$ cat config.mk
export PLATFORM = sky130hd
export DESIGN_NAME = key_value_table
export DESIGN_NICKNAME = d
export VERILOG_FILES = /design/src/kvt_pkg.sv /design/src/kvt_cell.sv /design/src/key_value_table.sv
export SDC_FILE = /design/constraint.sdc
export NUM_CORES = 2
export LEC_CHECK = 0
export BUFFER_PORTS_ARGS = -buffer_cell sky130_fd_sc_hd__buf_2
export CORE_MARGIN = 2
export CORE_UTILIZATION = 50
export DETAILED_ROUTE_END_ITERATION = 16
export PLACE_DENSITY_LB_ADDON = 0.05
export SLEW_MARGIN = 20
export SYNTH_ARGS = -nofsm -noshare
export SYNTH_HDL_FRONTEND = slang
export SYNTH_SLANG_ARGS = --single-unit
export TNS_END_PERCENT = 1
$ cat constraint.sdc
create_clock -name clk_i -period 16.5 [get_ports clk_i]
set_input_delay 0.825 -clock clk_i [delete_from_list [all_inputs] [get_ports clk_i]]
set_output_delay 0.825 -clock clk_i [all_outputs]
set_load 0.1 [all_outputs]
$ cat src/kvt_pkg.sv
`timescale 1ns / 1ps

package kvt_pkg;

  // Table size and slot index width
  localparam int unsigned ENTRIES = 16;
  localparam int unsigned IDX_W   = (ENTRIES > 1) ? $clog2(ENTRIES) : 1;

  // Operation codes
  localparam logic [1:0] FUNC_INSERT = 2'd0;
  localparam logic [1:0] FUNC_SEARCH = 2'd1;
  localparam logic [1:0] FUNC_REMOVE = 2'd2;

  // Status codes
  localparam logic [1:0] ST_OK        = 2'd0;
  localparam logic [1:0] ST_NOT_FOUND = 2'd1;
  localparam logic [1:0] ST_FULL      = 2'd2;

  // Request transaction
  typedef struct packed {
    logic [1:0]         func;
    logic signed [31:0] key;
    logic signed [31:0] value;
  } req_t;

  // Result transaction
  typedef struct packed {
    logic [1:0]         status;
    logic signed [31:0] found_value;
  } rsp_t;

  // Request token walking the cell chain, gathering lookup results
  typedef struct packed {
    logic               valid;
    req_t               req;
    logic               hit;
    logic signed [31:0] rdata;
    logic               free_seen;
    logic [IDX_W-1:0]   free_idx;
  } tok_t;

  // New-entry write, broadcast to all cells from the end of the chain
  typedef struct packed {
    logic               valid;
    logic [IDX_W-1:0]   idx;
    logic signed [31:0] key;
    logic signed [31:0] value;
  } commit_t;

endpackage

$ cat src/kvt_cell.sv
`timescale 1ns / 1ps

module kvt_cell (
  input  logic                      clk_i,
  input  logic                      rst_ni,
  input  logic [kvt_pkg::IDX_W-1:0] cell_idx_i,
  input  kvt_pkg::tok_t             tok_i,
  input  kvt_pkg::commit_t          commit_i,
  output kvt_pkg::tok_t             tok_o
);

  logic               valid_q, valid_d;
  logic signed [31:0] key_q, key_d;
  logic signed [31:0] value_q, value_d;
  kvt_pkg::tok_t      tok_q, tok_d;
  logic               match;
  logic               commit_here;

  assign match       = tok_i.valid && valid_q && (key_q == tok_i.req.key);
  assign commit_here = commit_i.valid && (commit_i.idx == cell_idx_i);

  // Entry update: in-place update/remove on a hit, new entry on commit
  always_comb begin
    valid_d = valid_q;
    key_d   = key_q;
    value_d = value_q;
    if (match) begin
      if (tok_i.req.func == kvt_pkg::FUNC_INSERT) begin
        value_d = tok_i.req.value;
      end
      if (tok_i.req.func == kvt_pkg::FUNC_REMOVE) begin
        valid_d = 1'b0;
      end
    end
    if (commit_here) begin
      valid_d = 1'b1;
      key_d   = commit_i.key;
      value_d = commit_i.value;
    end
  end

  // Token handed on: record hit, read data and first free slot
  always_comb begin
    tok_d = tok_i;
    if (match) begin
      tok_d.hit   = 1'b1;
      tok_d.rdata = value_q;
    end
    if (!tok_i.free_seen && !valid_q) begin
      tok_d.free_seen = 1'b1;
      tok_d.free_idx  = cell_idx_i;
    end
  end

  always_ff @(posedge clk_i or negedge rst_ni) begin
    if (!rst_ni) begin
      valid_q     <= 1'b0;
      tok_q.valid <= 1'b0;
    end else begin
      valid_q <= valid_d;
      tok_q   <= tok_d;
    end
  end

  // Entry payload, undefined until written
  always_ff @(posedge clk_i) begin
    key_q   <= key_d;
    value_q <= value_d;
  end

  assign tok_o = tok_q;

endmodule

$ cat src/key_value_table.sv
`timescale 1ns / 1ps

// Associative table of kvt_pkg::ENTRIES unique signed 32-bit keys with 32-bit
// values. A request (insert/update, search, remove) is taken when start is
// high and busy is low; its single result appears on rsp_o with done_o high
// for exactly one cycle and cannot be held off by the receiver. busy is
// high from acceptance until the result cycle, so a new request is taken
// only after the previous one has left the chain. The request token walks
// the chain of entry cells, one cell per cycle; a new key is written into
// the lowest free slot as the token leaves the last cell. All slots are
// empty after reset.
module key_value_table (
  input  logic          clk_i,
  input  logic          rst_ni,
  input  logic          start,
  output logic          busy,
  input  kvt_pkg::req_t req_i,
  output logic          done_o,
  output kvt_pkg::rsp_t rsp_o
);

  localparam int unsigned N = kvt_pkg::ENTRIES;

  kvt_pkg::tok_t    chain [N+1];
  kvt_pkg::tok_t    tok_q, tok_d;
  kvt_pkg::tok_t    tail;
  kvt_pkg::commit_t commit;
  kvt_pkg::rsp_t    rsp_q, rsp_d;
  logic             busy_q, busy_d;
  logic             done_q;
  logic             accept;

  assign accept = start && !busy_q;
  assign tail   = chain[N];

  // Entry token for the head of the chain
  always_comb begin
    tok_d           = tok_q;
    tok_d.valid     = accept;
    tok_d.req       = req_i;
    tok_d.hit       = 1'b0;
    tok_d.rdata     = '0;
    tok_d.free_seen = 1'b0;
    tok_d.free_idx  = '0;
  end

  assign chain[0] = tok_q;

  // Row of entry cells
  for (genvar i = 0; i < N; i++) begin : g_cell
    kvt_cell u_cell (
      .clk_i      (clk_i),
      .rst_ni     (rst_ni),
      .cell_idx_i (kvt_pkg::IDX_W'(i)),
      .tok_i      (chain[i]),
      .commit_i   (commit),
      .tok_o      (chain[i+1])
    );
  end

  // New key goes to the lowest free slot when it was found nowhere
  always_comb begin
    commit.valid = tail.valid && (tail.req.func == kvt_pkg::FUNC_INSERT) &&
                   !tail.hit && tail.free_seen;
    commit.idx   = tail.free_idx;
    commit.key   = tail.req.key;
    commit.value = tail.req.value;
  end

  // Result from the token leaving the chain
  always_comb begin
    rsp_d.status      = kvt_pkg::ST_NOT_FOUND;
    rsp_d.found_value = '0;
    unique case (tail.req.func)
      kvt_pkg::FUNC_INSERT: begin
        if (tail.hit || tail.free_seen) begin
          rsp_d.status = kvt_pkg::ST_OK;
        end else begin
          rsp_d.status = kvt_pkg::ST_FULL;
        end
      end
      kvt_pkg::FUNC_SEARCH: begin
        if (tail.hit) begin
          rsp_d.status      = kvt_pkg::ST_OK;
          rsp_d.found_value = tail.rdata;
        end
      end
      kvt_pkg::FUNC_REMOVE: begin
        if (tail.hit) begin
          rsp_d.status = kvt_pkg::ST_OK;
        end
      end
      default: begin
        rsp_d.status = kvt_pkg::ST_NOT_FOUND;
      end
    endcase
  end

  // Busy from acceptance until the token leaves the chain
  always_comb begin
    busy_d = busy_q;
    if (accept) begin
      busy_d = 1'b1;
    end else if (tail.valid) begin
      busy_d = 1'b0;
    end
  end

  always_ff @(posedge clk_i or negedge rst_ni) begin
    if (!rst_ni) begin
      busy_q      <= 1'b0;
      done_q      <= 1'b0;
      tok_q.valid <= 1'b0;
    end else begin
      busy_q <= busy_d;
      done_q <= tail.valid;
      tok_q  <= tok_d;
    end
  end

  // Result payload
  always_ff @(posedge clk_i) begin
    if (tail.valid) begin
      rsp_q <= rsp_d;
    end
  end

  assign busy   = busy_q;
  assign done_o = done_q;
  assign rsp_o  = rsp_q;

endmodule

# Word level (Yosys, flattened, before mapping)
# Cells that the tools add are included.
# totals
regBits,2823
inputBits,69
output_inout_bits,36
word_cells,552
# op_classes
n_eq_ne,49
mux,119
n_reduce_logical,200
# ops
operator,count
2-to-1 mux 32 bit,63
== test 32 bit,16
nonzero test 2 bit,49
logical AND 1 bit,67
2-to-1 mux 33 bit,2
AND reduction 2 bit,33
2-to-1 mux 1 bit,51
== test 2 bit (second input constant),17
logical NOT 2 bit,17
== test 4 bit (second input constant),8
logical NOT 1 bit,32
== test 4 x 3 -> 1 bit (second input constant),4
== test 4 x 2 -> 1 bit (second input constant),2
case mux 2 bit (3 select lines),1
2-to-1 mux 5 bit,1
== test 4 x 1 -> 1 bit (second input constant),1
logical NOT 4 bit,1
== test 2 x 1 -> 1 bit (second input constant),1
2-to-1 mux 2 bit,1
logical OR 1 bit,1

# Longest topological paths before layout
# logic_depth
word_depth,7
mapped_depth,8
mapped_depth_nobuf,7

# Hierarchy
# Synthesis repeated with hierarchy kept, for this count alone.
# hier_totals
hier_cells,4981
area_unflattened_um2,105449.9
# by_module_without_submodules
mod,instances,cells_each,area_each_um2,seq_area_each_um2
kvt_cell,16,302,6376.1,5094.9
key_value_table,1,149,3432.0,3078.0

# Worst setup path after synthesis
# No wires, ideal clock.
# synth_path
path_kind,flip-flop to flip-flop
startpoint,"register g_cell[15].u_cell.tok_q, in the netlist g_cell[15].u_cell.tok_o[104]"
endpoint,register g_cell[0].u_cell.value_q[0] (enable)
setup_time_ns,0.388
arrival_ns,4.840
required_time_ns,16.112
setup_slack_ns,11.273
stages_incl_launch_ff,6
n_path_buf,0
synth_period_minus_slack_ns,5.227
cell_sequence,dfrtp_1 -> and2_1 -> nand2_1 -> or3_1 -> nor3_1 -> a21o_1
# synth_via
elab_chain_cells,6
elab_cells_between_ends,7
classes_between,reduce/logical: 7
# synth_lines
element,line_no,source
from (decl),kvt_cell.sv:15,"kvt_pkg::tok_t tok_q, tok_d;"
from (signal assigned),kvt_cell.sv:61,tok_q <= tok_d;
logical AND 1 bit (*) (2 in series),key_value_table.sv:63,commit.valid = tail.valid && (tail.req.func == kvt_pkg::FUNC_INSERT) &&
logical AND 1 bit (*),key_value_table.sv:64,!tail.hit && tail.free_seen;
logical AND 1 bit (*),kvt_cell.sv:20,assign commit_here = commit_i.valid && (commit_i.idx == cell_idx_i);
via g_cell[0].u_cell.commit_here,kvt_cell.sv:17,logic commit_here;
nonzero test 2 bit (no source line),-,
AND reduction 2 bit (no source line) (*),-,
to (signal assigned),kvt_cell.sv:68,value_q <= value_d;
to (decl),kvt_cell.sv:14,"logic signed [31:0] value_q, value_d;"
# The timed path passes the listed nets; every way through them passes the cells marked *.
# A chain may end at the register's enable or synchronous reset.

# Worst setup path after layout
# layout_path
startpoint,input rst_ni
endpoint,"register g_cell[14].u_cell.tok_q, in the netlist g_cell[14].u_cell.tok_o[31] (enable)"
# layout_rtl
element,line_no,source
from (decl),key_value_table.sv:14,"input logic rst_ni,"
to (signal assigned),kvt_cell.sv:61,
to (decl),kvt_cell.sv:15,
# No word-level cell between the ends.

==> reports/qor.yml <==
syn_avg_cell_area_sq_um: 19.5
synthTopCellsByArea: "edfxtp_1 80%, mux2_2 9.3%, xor2_1 3.5%"
htreeDepth: 5
p_clk_share_pct: 41.5
via_per_inst: 4.98
cp_max_fo: 139
fin_hold_ws_ns: 0.0862
syn_nets: 5417
period_needed_ns: 4.36
synth-async-reset-ratio_pct: 1.25
die_h_microns: 460
port_buffers: 104
grt_pass1_wl_mm: 277
dp_hpwl_mm: 124
yosysTopAreaCell: "edfxtp_1"
grt_pass1_vias: 44998
setup_viol: 0
cp_common_cell: "buf_4"
grtUsageTotal_pct: 17.1
min_path_type: "in -> reg"
finalNetCount: 5794
antenna_found_initial: 3
crit_path_start_kind: "input port"
fin_setup_tns_ns: 0
max_freq_mhz: 229
drt-pass1-iter-count: 5
p_leak_nw: 39.8
fin_crit_sh_pct: 26.4
tightest_slew_ns: 1.27
worst-endpoint-arrival_ns: 4.87
cts_num_sinks: 2808
crit_buf_inv: 5
ys.flop_type: "edfxtp_1"
yosysWarnings: 0
clk_pin_slew_ns: 0.06
start_util_pct: 50.3
power.switching_mw: 3.05
rows: 167
syn2layout_area_growth_pct: 13.1
synthCells: 5348
cts_resized: 0
wl_mm: 178
drtIter0Drc: 3118
power.density_nw_per_um2: 128
pre_cts_ws_ns: 11.19
seqPwrFrac_pct: 55.5
rsz0062_at_grt: "no"
max_cap_viol_count: 0
cp_top_family: "buffers and inverters"
slowest_stage: "buf_4"
intPower_mw: 12.0
relSlewSlack_pct: 15.6
die_w_microns: 460
cts_setup_buffers: 0
numCtsBuffers: 305
cts_tree: "built"
end_kind: "register"
vias: 43504
hold_buffers: 40
overflow: 0
drc: 0
gp_congestion: 0.927
io_pins: 105
ys_ff_latch: 2808
synth_edf_count: 2773
layout-drive-gt1-share_pct: 25.4
die-area_sq_um: 212000
hold_violations: 0
synth_cell_types: 44
worstSetupPathType: "in -> reg"
core_sq_um: 207000
worstPathRequired_ns: 17.01
root_buffer: "clkbuf_16"
final_max_slew_viol_count: 0
combPwrFrac_pct: 3.0
drt-wirelength-per-cell_microns: 20.4
clock_path_buffers: 4
peakVddDrop_mv: 0.111
finalClockSkew_ns: 0.0353
clock_latency_ns: 0.92
crit_chain: "buf_12 -> buf_4 -> buf_4 -> buf_4 -> buf_4"
synth_area_sq_um: 104000
status: "finished, final reports clean"
yosys.area.top_type_share_pct: 79.9
cpPeakStageDelay_ns: 0.91
seq_area_frac_synth_pct: 80.8
antenna_left: 0
power_switching_share_pct: 20.2
power_mw: 15.1
grt_max_degree: 186
setup_ws_ns: 12.14
## cell type report
| class | count | area (sq um) |
|---|---|---|
| Sequential cell | 2808 | 84100 |
| Fill cell | 15475 | 89200 |
| Clock inverter | 110 | 865 |
| Timing Repair Buffer | 222 | 1570 |
| Inverter | 27 | 101 |
| Tap cell | 2788 | 3490 |
| Clock buffer | 404 | 8260 |
| Multi-Input combinational cell | 2361 | 19400 |
| Antenna cell | 7 | 17.5 |
## cell usage after synthesis (14+ instances only)
library cell and count:
a21o_1 14, and2_1 65, buf_2 62, clkbuf_1 75, dfrtp_1 35, edfxtp_1 2773, inv_1 19, mux2_2 860
nand2_1 428, nand2b_1 21, nand3_1 29, nand4_1 57, nor2_1 61, nor2b_1 23, nor3_1 33, nor4_1 153
or2_2 42, xnor2_1 94, xor2_1 416
## logic make-up (layout without fill, tap and decap cells)
kind of cell             count (synthesis)  in the layout  synth area share [%]
flip-flops                            2808           2808                  80.8
AND/OR/NAND/NOR                        947            947                  4.54
XOR/XNOR                               510            510                  4.29
buffers and inverters                  179            763                 0.741
AO/OA/AOI/OAI                           39             39                 0.285
multiplexers                           864            864                  9.34
other                                    0              7                     0
adder cells (fa/ha/maj)                  1              1               0.00961
## registers in the layout, summed over array words and instances, names as in the netlist
register               flops
g_cell.u_cell.tok_o     1665
g_cell.u_cell.key_q      512
g_cell.u_cell.value_q    512
chain                     67
rsp_o                     34
g_cell.u_cell.valid_q     16
busy                       1
done_o                     1
## final timing paths
check | slack (ns) | cells past startpoint | startpoint | endpoint
max in group asynchronous | 12.46 | 5 | rst_ni | g_cell[15].u_cell.tok_o[104]
hold / removal | 0.09 | 1 | req_i[33] | chain[1751]
setup reg to reg | 12.48 | 7 | g_cell[15].u_cell.tok_o[104] | g_cell[13].u_cell.value_q[1]
setup / recovery | 12.14 | 5 | rst_ni | g_cell[14].u_cell.tok_o[31]
hold reg to reg | 0.37 | 0 | g_cell[2].u_cell.tok_o[104] | g_cell[3].u_cell.tok_o[104]
min in group asynchronous | 0.70 | 2 | rst_ni | g_cell[7].u_cell.tok_o[104]
## cell usage in the layout (no fill, tap or decap), types with 18 or more instances in the layout
cell type / n
buf_2: 103
xor2_1: 416
inv_1: 18
nand2_1: 428
nand3_1: 29
mux2_2: 860
clkinv_1: 47
nand4_1: 57
nor2b_1: 23
clkinv_2: 42
dfrtp_1: 34
clkbuf_1: 85
or2_2: 42
nor2_1: 56
nand2b_1: 21
nor3_1: 31
xnor2_1: 94
dlygate4sd3_1: 40
and2_1: 65
buf_4: 73
edfxtp_1: 2773
clkbuf_16: 315
nor4_1: 152
## routing by layer
metal / vias to the layer above / routed length, microns / GRT usage (%)
met5: - / 0 / 0
met4: 0 / 5260 / 5.95
met3: 368 / 7310 / 2.98
met2: 895 / 77300 / 25.0
met1: 20970 / 88500 / 26.1
li1: 21271 / - / -
## power by group through the flow
stage               Clock (mW)  Combinational, mW  Sequential [mW]
finish                    6.26              0.448             8.37
detailed placement           0              0.442             8.53
global placement             0              0.435             8.52
floorplan                    0              0.196             8.50
global route              6.73              0.488             8.41
CTS                       6.45              0.452             8.38
## through the flow
stage	std cells	util, %	instance area (sq um)
2_1_floorplan	5348	-	104000
4_1_cts	8718	56.9	118000
3_5_place_dp	8164	52.3	108000
5_1_grt	8724	56.9	118000
6_report	8727	56.9	118000
3_3_place_gp	8164	52.3	108000
Note: power is estimated with default switching activity, not from simulation.
